## config.mk

```make
export PLATFORM = sky130hd
export DESIGN_NAME = length_prefix_deframer_keepalive
export DESIGN_NICKNAME = d
export VERILOG_FILES = /design/src/lpdk_pkg.sv /design/src/length_prefix_deframer_keepalive.sv /design/src/lpdk_cfg_regs.sv /design/src/lpdk_deframe.sv /design/src/lpdk_link_mon.sv
export SDC_FILE = /design/constraint.sdc
export NUM_CORES = 1
export LEC_CHECK = 0
export ABC_AREA = 1
export BUFFER_PORTS_ARGS = -buffer_cell sky130_fd_sc_hd__buf_2
export CORE_MARGIN = 2
export CORE_UTILIZATION = 45
export DETAILED_ROUTE_END_ITERATION = 12
export GPL_TIMING_DRIVEN = 0
export PLACE_DENSITY_LB_ADDON = 0.25
export SYNTH_ARGS = -nofsm -noshare
export SYNTH_HDL_FRONTEND = slang
export SYNTH_SLANG_ARGS = --single-unit
```

## constraint.sdc

```tcl
create_clock -name clk_i -period 3.05 [get_ports clk_i]
set_input_delay 0.915 -clock clk_i [delete_from_list [all_inputs] [get_ports clk_i]]
set_output_delay 0.915 -clock clk_i [all_outputs]
set_load 0.01 [all_outputs]
```

## src/lpdk_pkg.sv

```systemverilog
// ----------------------------------------------------------------------------
// lpdk_pkg
// shared types and constants for the length-prefix deframer with keepalive
// ----------------------------------------------------------------------------
package lpdk_pkg;

  localparam int unsigned CntW  = 16;
  localparam int unsigned ByteW = 8;

  localparam logic [CntW-1:0] CntSat = 16'hFFFF;

  // configuration register indexes
  localparam logic [1:0] REG_PING_INTERVAL = 2'd0;
  localparam logic [1:0] REG_LOST_TIMEOUT  = 2'd1;
  localparam logic [1:0] REG_MAX_FRAME_LEN = 2'd2;

  localparam logic [CntW-1:0] PingIntervalRst = 16'd5;
  localparam logic [CntW-1:0] LostTimeoutRst  = 16'd15;
  localparam logic [CntW-1:0] MaxFrameLenRst  = 16'd4094;

  typedef enum logic [1:0] {
    CMD_RX_BYTE = 2'd0,
    CMD_TICK    = 2'd1,
    CMD_QUEUED  = 2'd2
  } cmd_e;

  typedef enum logic [1:0] {
    KIND_DATA     = 2'd0,
    KIND_PING_REQ = 2'd1,
    KIND_LOST     = 2'd2,
    KIND_TOO_LONG = 2'd3
  } kind_e;

  typedef struct packed {
    logic [CntW-1:0] ping_interval;
    logic [CntW-1:0] lost_timeout;
    logic [CntW-1:0] max_frame_len;
  } cfg_t;

  typedef struct packed {
    cmd_e             cmd;
    logic [ByteW-1:0] rx_byte;
  } item_t;

  typedef struct packed {
    logic             vld;
    kind_e            kind;
    logic [ByteW-1:0] data;
    logic             first;
    logic             last;
  } result_t;

endpackage

```

## src/length_prefix_deframer_keepalive.sv

```systemverilog
// ----------------------------------------------------------------------------
// length_prefix_deframer_keepalive
// byte stream deframer with link keepalive and loss supervision
// ----------------------------------------------------------------------------
// datapath: an accepted beat waits in the input register and its result is
//   registered in the output register; a stalled receiver holds both
// throughput: one beat per cycle while the receiver does not stall, set by the
//   single input register feeding one combinational step into the output register
// reset: async active low, clears parser, counters, lockout and both stages;
//   config registers return to 5 / 15 / 4094
module length_prefix_deframer_keepalive (
  input  logic        clk_i,
  input  logic        rst_ni,
  // input stream
  input  logic        s_axis_tvalid,
  output logic        s_axis_tready,
  input  logic [7:0]  s_axis_tdata,   // [7:0] rx_byte
  input  logic [1:0]  s_axis_tuser,   // [1:0] cmd
  // result stream
  output logic        m_axis_tvalid,
  input  logic        m_axis_tready,
  output logic [15:0] m_axis_tdata,   // [7:0] payload_byte, [8] first_of_frame, rest zero
  output logic [1:0]  m_axis_tuser,   // [1:0] kind
  output logic        m_axis_tlast,   // last_of_frame
  // configuration writes
  input  logic        cfg_valid_i,
  output logic        cfg_ready_o,
  input  logic [1:0]  cfg_index_i,
  input  logic [15:0] cfg_data_i
);
  import lpdk_pkg::*;

  cfg_t    cfg;
  item_t   in_item_q;
  logic    in_full_q;
  logic    out_valid_q;
  result_t out_q;
  result_t res_frm, res_mon, res;
  logic    out_free;
  logic    consume;
  logic    in_take;

  // config writes are always taken
  assign cfg_ready_o = 1'b1;

  lpdk_cfg_regs u_cfg (
    .clk_i      (clk_i),
    .rst_ni     (rst_ni),
    .wr_en_i    (cfg_valid_i),
    .wr_index_i (cfg_index_i),
    .wr_data_i  (cfg_data_i),
    .cfg_o      (cfg)
  );

  // the held beat moves on when the output register is empty or draining
  assign out_free      = !out_valid_q || m_axis_tready;
  assign consume       = in_full_q && out_free;
  assign s_axis_tready = !in_full_q || consume;
  assign in_take       = s_axis_tvalid && s_axis_tready;

  // input register
  always_ff @(posedge clk_i or negedge rst_ni) begin
    if (!rst_ni) begin
      in_full_q <= 1'b0;
    end else if (in_take) begin
      in_full_q <= 1'b1;
    end else if (consume) begin
      in_full_q <= 1'b0;
    end
  end

  always_ff @(posedge clk_i) begin
    if (in_take) begin
      in_item_q.cmd     <= cmd_e'(s_axis_tuser);
      in_item_q.rx_byte <= s_axis_tdata;
    end
  end

  // frame parser and link supervision both see every consumed beat
  lpdk_deframe u_deframe (
    .clk_i           (clk_i),
    .rst_ni          (rst_ni),
    .en_i            (consume),
    .item_i          (in_item_q),
    .max_frame_len_i (cfg.max_frame_len),
    .res_o           (res_frm)
  );

  lpdk_link_mon u_link_mon (
    .clk_i  (clk_i),
    .rst_ni (rst_ni),
    .en_i   (consume),
    .item_i (in_item_q),
    .cfg_i  (cfg),
    .res_o  (res_mon)
  );

  // only one of them can produce a result for a given command
  assign res = (in_item_q.cmd == CMD_TICK) ? res_mon : res_frm;

  // output register
  always_ff @(posedge clk_i or negedge rst_ni) begin
    if (!rst_ni) begin
      out_valid_q <= 1'b0;
    end else if (consume && res.vld) begin
      out_valid_q <= 1'b1;
    end else if (m_axis_tready) begin
      out_valid_q <= 1'b0;
    end
  end

  always_ff @(posedge clk_i) begin
    if (consume && res.vld) begin
      out_q <= res;
    end
  end

  assign m_axis_tvalid = out_valid_q;
  assign m_axis_tdata  = {7'd0, out_q.first, out_q.data};
  assign m_axis_tuser  = out_q.kind;
  assign m_axis_tlast  = out_q.last;

`ifndef SYNTHESIS
  // a pending result is never overwritten by a new one
  assert property (@(posedge clk_i) disable iff (!rst_ni)
    (consume && res.vld) |-> (!out_valid_q || m_axis_tready))
    else $error("result register overwritten while stalled");

  // a full input register takes a new beat only while it drains
  assert property (@(posedge clk_i) disable iff (!rst_ni)
    (in_take && in_full_q) |-> consume)
    else $error("input register overrun");

  // frame markers appear on payload beats only
  assert property (@(posedge clk_i) disable iff (!rst_ni)
    (out_valid_q && (out_q.kind != KIND_DATA)) |-> (!out_q.first && !out_q.last))
    else $error("frame marker on a non-payload beat");

  // a tick only ever yields a link event
  assert property (@(posedge clk_i) disable iff (!rst_ni)
    (consume && res.vld && (in_item_q.cmd == CMD_TICK)) |=>
      (out_valid_q && ((out_q.kind == KIND_LOST) || (out_q.kind == KIND_PING_REQ))))
    else $error("tick produced a non-link result");
`endif

endmodule

```

## src/lpdk_cfg_regs.sv

```systemverilog
// ----------------------------------------------------------------------------
// lpdk_cfg_regs
// configuration register file, written one beat at a time
// ----------------------------------------------------------------------------
module lpdk_cfg_regs (
  input  logic                 clk_i,
  input  logic                 rst_ni,
  input  logic                 wr_en_i,
  input  logic [1:0]           wr_index_i,
  input  logic [15:0]          wr_data_i,
  output lpdk_pkg::cfg_t       cfg_o
);
  import lpdk_pkg::*;

  cfg_t cfg_q, cfg_d;

  always_comb begin
    cfg_d = cfg_q;
    if (wr_en_i) begin
      case (wr_index_i)
        REG_PING_INTERVAL: cfg_d.ping_interval = wr_data_i;
        REG_LOST_TIMEOUT:  cfg_d.lost_timeout  = wr_data_i;
        REG_MAX_FRAME_LEN: cfg_d.max_frame_len = wr_data_i;
        default:           cfg_d = cfg_q;
      endcase
    end
  end

  always_ff @(posedge clk_i or negedge rst_ni) begin
    if (!rst_ni) begin
      cfg_q.ping_interval <= PingIntervalRst;
      cfg_q.lost_timeout  <= LostTimeoutRst;
      cfg_q.max_frame_len <= MaxFrameLenRst;
    end else begin
      cfg_q <= cfg_d;
    end
  end

  assign cfg_o = cfg_q;

endmodule

```

## src/lpdk_deframe.sv

```systemverilog
// ----------------------------------------------------------------------------
// lpdk_deframe
// length-prefix frame parser with oversize lockout
// ----------------------------------------------------------------------------
module lpdk_deframe (
  input  logic               clk_i,
  input  logic               rst_ni,
  input  logic               en_i,
  input  lpdk_pkg::item_t    item_i,
  input  logic [15:0]        max_frame_len_i,
  output lpdk_pkg::result_t  res_o
);
  import lpdk_pkg::*;

  typedef enum logic [2:0] {
    PH_LEN_LO  = 3'b001,
    PH_LEN_HI  = 3'b010,
    PH_PAYLOAD = 3'b100
  } phase_e;

  phase_e            phase_q, phase_d;
  logic [ByteW-1:0]  len_lo_q, len_lo_d;
  logic [CntW-1:0]   left_q, left_d;
  logic              start_q, start_d;
  logic              halted_q, halted_d;
  logic [CntW-1:0]   len;
  result_t           res;

  assign len = {item_i.rx_byte, len_lo_q};

  always_comb begin
    phase_d  = phase_q;
    len_lo_d = len_lo_q;
    left_d   = left_q;
    start_d  = start_q;
    halted_d = halted_q;
    res      = '0;
    if (en_i && (item_i.cmd == CMD_RX_BYTE) && !halted_q) begin
      case (phase_q)
        PH_LEN_LO: begin
          len_lo_d = item_i.rx_byte;
          phase_d  = PH_LEN_HI;
        end
        PH_LEN_HI: begin
          phase_d = PH_LEN_LO;
          // zero length is a keepalive frame, nothing to pass on
          if (len != '0) begin
            if (len > max_frame_len_i) begin
              halted_d = 1'b1;
              res.vld  = 1'b1;
              res.kind = KIND_TOO_LONG;
            end else begin
              left_d  = len;
              start_d = 1'b1;
              phase_d = PH_PAYLOAD;
            end
          end
        end
        PH_PAYLOAD: begin
          res.vld   = 1'b1;
          res.kind  = KIND_DATA;
          res.data  = item_i.rx_byte;
          res.first = start_q;
          res.last  = (left_q == CntW'(1));
          left_d    = left_q - CntW'(1);
          start_d   = 1'b0;
          if (left_q == CntW'(1)) begin
            phase_d = PH_LEN_LO;
          end
        end
        default: begin
          len_lo_d = item_i.rx_byte;
          phase_d  = PH_LEN_HI;
        end
      endcase
    end
  end

  always_ff @(posedge clk_i or negedge rst_ni) begin
    if (!rst_ni) begin
      phase_q  <= PH_LEN_LO;
      len_lo_q <= '0;
      left_q   <= '0;
      start_q  <= 1'b0;
      halted_q <= 1'b0;
    end else begin
      phase_q  <= phase_d;
      len_lo_q <= len_lo_d;
      left_q   <= left_d;
      start_q  <= start_d;
      halted_q <= halted_d;
    end
  end

  assign res_o = res;

`ifndef SYNTHESIS
  // once locked out, no more payload leaves the parser
  assert property (@(posedge clk_i) disable iff (!rst_ni)
    halted_q |-> !(res.vld && (res.kind == KIND_DATA)))
    else $error("payload passed after oversize lockout");

  // payload phase always has bytes left to count
  assert property (@(posedge clk_i) disable iff (!rst_ni)
    (phase_q == PH_PAYLOAD) |-> (left_q != '0))
    else $error("payload phase with zero bytes left");

  // the lockout flag never clears without reset
  assert property (@(posedge clk_i) disable iff (!rst_ni)
    halted_q |=> halted_q)
    else $error("lockout released without reset");
`endif

endmodule

```

## src/lpdk_link_mon.sv

```systemverilog
// ----------------------------------------------------------------------------
// lpdk_link_mon
// receive silence and send idle counters driven by the tick command
// ----------------------------------------------------------------------------
module lpdk_link_mon (
  input  logic               clk_i,
  input  logic               rst_ni,
  input  logic               en_i,
  input  lpdk_pkg::item_t    item_i,
  input  lpdk_pkg::cfg_t     cfg_i,
  output lpdk_pkg::result_t  res_o
);
  import lpdk_pkg::*;

  logic [CntW-1:0] silence_q, silence_d;
  logic [CntW-1:0] idle_q, idle_d;
  logic [CntW-1:0] silence_inc, idle_inc;
  result_t         res;

  assign silence_inc = (silence_q == CntSat) ? CntSat : silence_q + CntW'(1);
  assign idle_inc    = (idle_q == CntSat) ? CntSat : idle_q + CntW'(1);

  always_comb begin
    silence_d = silence_q;
    idle_d    = idle_q;
    res       = '0;
    if (en_i) begin
      case (item_i.cmd)
        CMD_RX_BYTE: silence_d = '0;
        CMD_TICK: begin
          silence_d = silence_inc;
          idle_d    = idle_inc;
          // link loss wins over a keepalive request on the same tick
          if (silence_inc > cfg_i.lost_timeout) begin
            silence_d = '0;
            res.vld   = 1'b1;
            res.kind  = KIND_LOST;
          end else if (idle_inc > cfg_i.ping_interval) begin
            idle_d   = '0;
            res.vld  = 1'b1;
            res.kind = KIND_PING_REQ;
          end
        end
        CMD_QUEUED:  idle_d = '0;
        default:     silence_d = silence_q;
      endcase
    end
  end

  always_ff @(posedge clk_i or negedge rst_ni) begin
    if (!rst_ni) begin
      silence_q <= '0;
      idle_q    <= '0;
    end else begin
      silence_q <= silence_d;
      idle_q    <= idle_d;
    end
  end

  assign res_o = res;

endmodule

```

==> flow_metrics.py <==
metrics = {
    "outcome": {
        "status": "complete, but fails checks",
        "violations": "negative setup slack",
    },
    "die": {
        "fp.dieW_um": 138.2,
        "core.rowCount": 49,
        "start_util_pct": 45.41,
        "core_mm2": 0.01784,
        "die_area_mm2": 0.01909,
        "die-height_um": 138.2,
        "boundaryPins": 55,
    },
    "synthesis": {
        "yosysMostFrequentCell": "nand2_1",
        "synth_common_cells": "nand2_1, inv_1, dfrtp_1",
        "synth.distinct_cells": 44,
        "syn-cell-area_mm2": 0.008102,
        "synthTopCellsByArea": "dfrtp_1, nand2_1, ha_1",
        "synth-edff-count": 22,
        "ys_ff_latch": 133,
        "synth_area_leader_cell": "dfrtp_1",
        "synth_flop_cell": "dfrtp_1",
        "ys_async_sr_fraction_pct": 83.46,
        "synth_top_area_share_pct": 28.73,
        "seq_area_frac_synth_pct": 42.72,
        "avgSynthCellArea_um2": 7.812,
        "synthCells": 1037,
        "yosysWarningCount": 0,
    },
    "worst_setup_path": {
        "max_stage_delay_ns": 0.35,
        "crit_path_max_fanout": 12,
        "worst-path-buf-inv": 4,
        "worstPathRequired_ns": 3.24,
        "cpMaxStageDelayCell": "dfrtp_1",
        "path_cells": "inv_1 > nor3_1 > nand2_1 > xor2_1 > nor2_1 > inv_1 > ha_1 > nand4_1 > nor3_2 > nand3_1 > nand2_4 > nand3_4 > nand3_4 > clkinvlp_4 > buf_12",
        "critPathLaunchType": "register",
        "crit_type": "reg -> reg",
        "crit_path_end_kind": "register",
        "path_delay_family": "simple AND/OR/NAND/NOR gates",
        "crit_arrival_ns": 3.24,
    },
    "timing": {
        "whs_ns": 0.3721,
        "setup_viol": 8,
        "fin_ws_ns": -0.001408,
        "finalCritPeriodShare_pct": 100.0,
        "relSlewSlack_pct": 54.85,
        "finalHoldViolations": 0,
        "final_max_slew_viol_count": 0,
        "rsz0062_at_grt": "true",
        "fin_worst_skew_ns": 0.01048,
        "tightest_slew_ns": 0.6772,
        "fmax_mhz": 327.7,
        "layout_min_cycle_time_ns": 3.051,
    },
    "power_and_ir_drop": {
        "irDropWorstVdd_mv": 0.4583,
        "totalPowerFinal_uw": 6688,
        "p_int_uw": 4345,
        "p_clk_share_pct": 32.8,
        "swShare_pct": 35.03,
        "cellLeakagePower_uw": 0.005099,
        "powerDensity_mw_per_mm2": 676.4,
        "p_sw_uw": 2343,
        "p_seq_share_pct": 37.2,
        "combPwrFrac_pct": 29.9,
    },
    "clocking": {
        "cts_tree": "done",
        "path_clk_slew_ns": 0.06,
        "htree_levels": 4,
        "cts.sinks": 133,
        "holdBufCountCts": 0,
        "clk_latency_ns": 0.43,
        "root_buffer": "clkbuf_16",
        "cts_buffers": 17,
        "clk_path_buf_depth": 2,
    },
    "layout": {
        "final_layout_size_suffix_gt1_share_pct": 20.61,
        "fin_util_pct": 55.42,
        "n_antenna_cell": 0,
        "n_fill_cell": 1656,
        "final_cell_count_no_fill": 1379,
        "nets": 1225,
        "area_growth_pct": 22.05,
    },
    "placement": {
        "dpl.hpwl_mm": 14.82,
        "pre_cts_ws_ns": -0.6607,
        "port_buffers": 46,
        "dp.cells": 1319,
        "gp_congestion": 0.9114,
    },
    "global_routing": {
        "antenna_found_initial": 0,
        "grt_pass1_wl_mm": 33.26,
        "grt_max_degree": 80,
        "grt_usage_pct": 21.69,
        "grt_pass1_vias": 6733,
        "grt-ovfl-total": 0,
    },
    "detailed_routing": {
        "routed_via_density": 5.114,
        "drtIter0Drc": 516,
        "drt-wirelength-per-cell_um": 14.72,
        "wirelength_mm": 20.31,
        "drt_pass1_iterations": 5,
        "postRouteAntennaNets": 0,
        "drc": 0,
        "vias": 7052,
    },
    "run": {
        "maxCapViolations": 0,
    },
    "min_path": {
        "min_path_type": "in -> async",
    },
}
[final cells by class]
type,instances,area (µm²),share of cell area (%)
plain buffers,32,207.7,2.100
clock buffers,24,534.3,5.403
clock inverters,8,107.6,1.088
inverters,168,636.9,6.441
multi-input cells,710,4139,41.86
flip-flops and latches,133,3461,35.00
well taps,229,286.5,2.898
repair buffers,75,515.5,5.213
[layer usage]
metal / GRT usage (%) / vias to the layer above / share of wire, %
met5: 0 / - / 0
met1: 29.94 / 3330 / 47
li1: - / 3537 / -
met4: 7.035 / 0 / 2.0
met3: 4.607 / 35 / 4.2
met2: 34.34 / 150 / 47
[path summary, 6_finish.rpt]
| kind | slack (ns) | startpoint | depth (start not counted) | endpoint |
|---|---|---|---|---|
| max | -0.001 | u_link_mon.silence_q[4] | 15 | m_axis_tdata[5] |
| min | 0.37 | rst_ni | 1 | u_deframe.left_q[11] |
| max reg2reg | -0.001 | u_link_mon.silence_q[4] | 15 | m_axis_tdata[5] |
| min reg2reg | 0.46 | u_deframe.halted_q | 1 | u_deframe.halted_q |
| max in group asynchronous | 1.94 | rst_ni | 2 | u_cfg.cfg_o[11] |
| min in group clk_i | 0.46 | u_deframe.halted_q | 1 | u_deframe.halted_q |
[cell usage in the layout, fill, tap and decap left out, drive strengths merged, types with 33 or more instances in the layout]
master  netlist  final
dfrtp        93     93
nand3        70     70
o21ai        84     84
ha           55     55
clkbuf       12     37
buf          20     94
nand4        33     33
inv         168    169
nor2         94     94
nand2       274    274
[logic make-up after synthesis]
family | Yosys count | share of synthesized area (%)
and+or+nand+nor | 504 | 28.34
buffers and inverters | 200 | 10.07
DFF | 133 | 42.72
AOI/OAI and AO/OA | 131 | 8.988
adders and majority gates | 55 | 8.494
xor gates and xnor gates | 12 | 1.297
other | 2 | 0.09270
[power by group through the flow]
stage	registers (µW)	logic, µW	clock network, µW
after CTS	2470	1890	2220
after global routing	2530	2320	2300
after floorplan	2410	1420	0
after detailed placement	2500	1820	0
after global placement	2490	1770	0
final	2490	2000	2200
[sequential cells by signal (all words and copies together) (netlist names)]
signal,count
m_axis_tlast,1
in_full_q,1
u_deframe.halted_q,1
in_item_q,10
m_axis_tuser,2
u_deframe.left_q,16
m_axis_tdata,9
m_axis_tvalid,1
u_link_mon.idle_q,16
u_link_mon.silence_q,16
u_deframe.start_q,1
u_cfg.cfg_o,48
u_deframe.len_lo_q,8
u_deframe.phase_q,3
[worst register-to-register path, delay by kind of cell, from the launching register on]
kind | cells | cell delay, ns
XOR/XNOR | 1 | 0.15
adder cells (fa/ha/maj) | 1 | 0.27
buffers and inverters | 4 | 0.47
flip-flops | 1 | 0.35
AND/OR/NAND/NOR | 9 | 1.57
[through the flow]
stage / TNS, ns / area, µm²
2_1_floorplan: 0 / 8124
3_3_place_gp: -48.45 / 8641
3_5_place_dp: -17.12 / 8675
4_1_cts: 0 / 9512
5_1_grt: -2.230 / 9888
6_report: -0.006582 / 9888
[what timing repair did]
| action | CTS | global route |
|---|---|---|
| setup buffers | 12 | 13 |
| setup endpoints to repair | 45 | 43 |
| pin swaps | 8 | 22 |
| gates resized for setup | 19 | 56 |
| gates cloned | 1 | 2 |
Power figures use the tool's default switching activity.
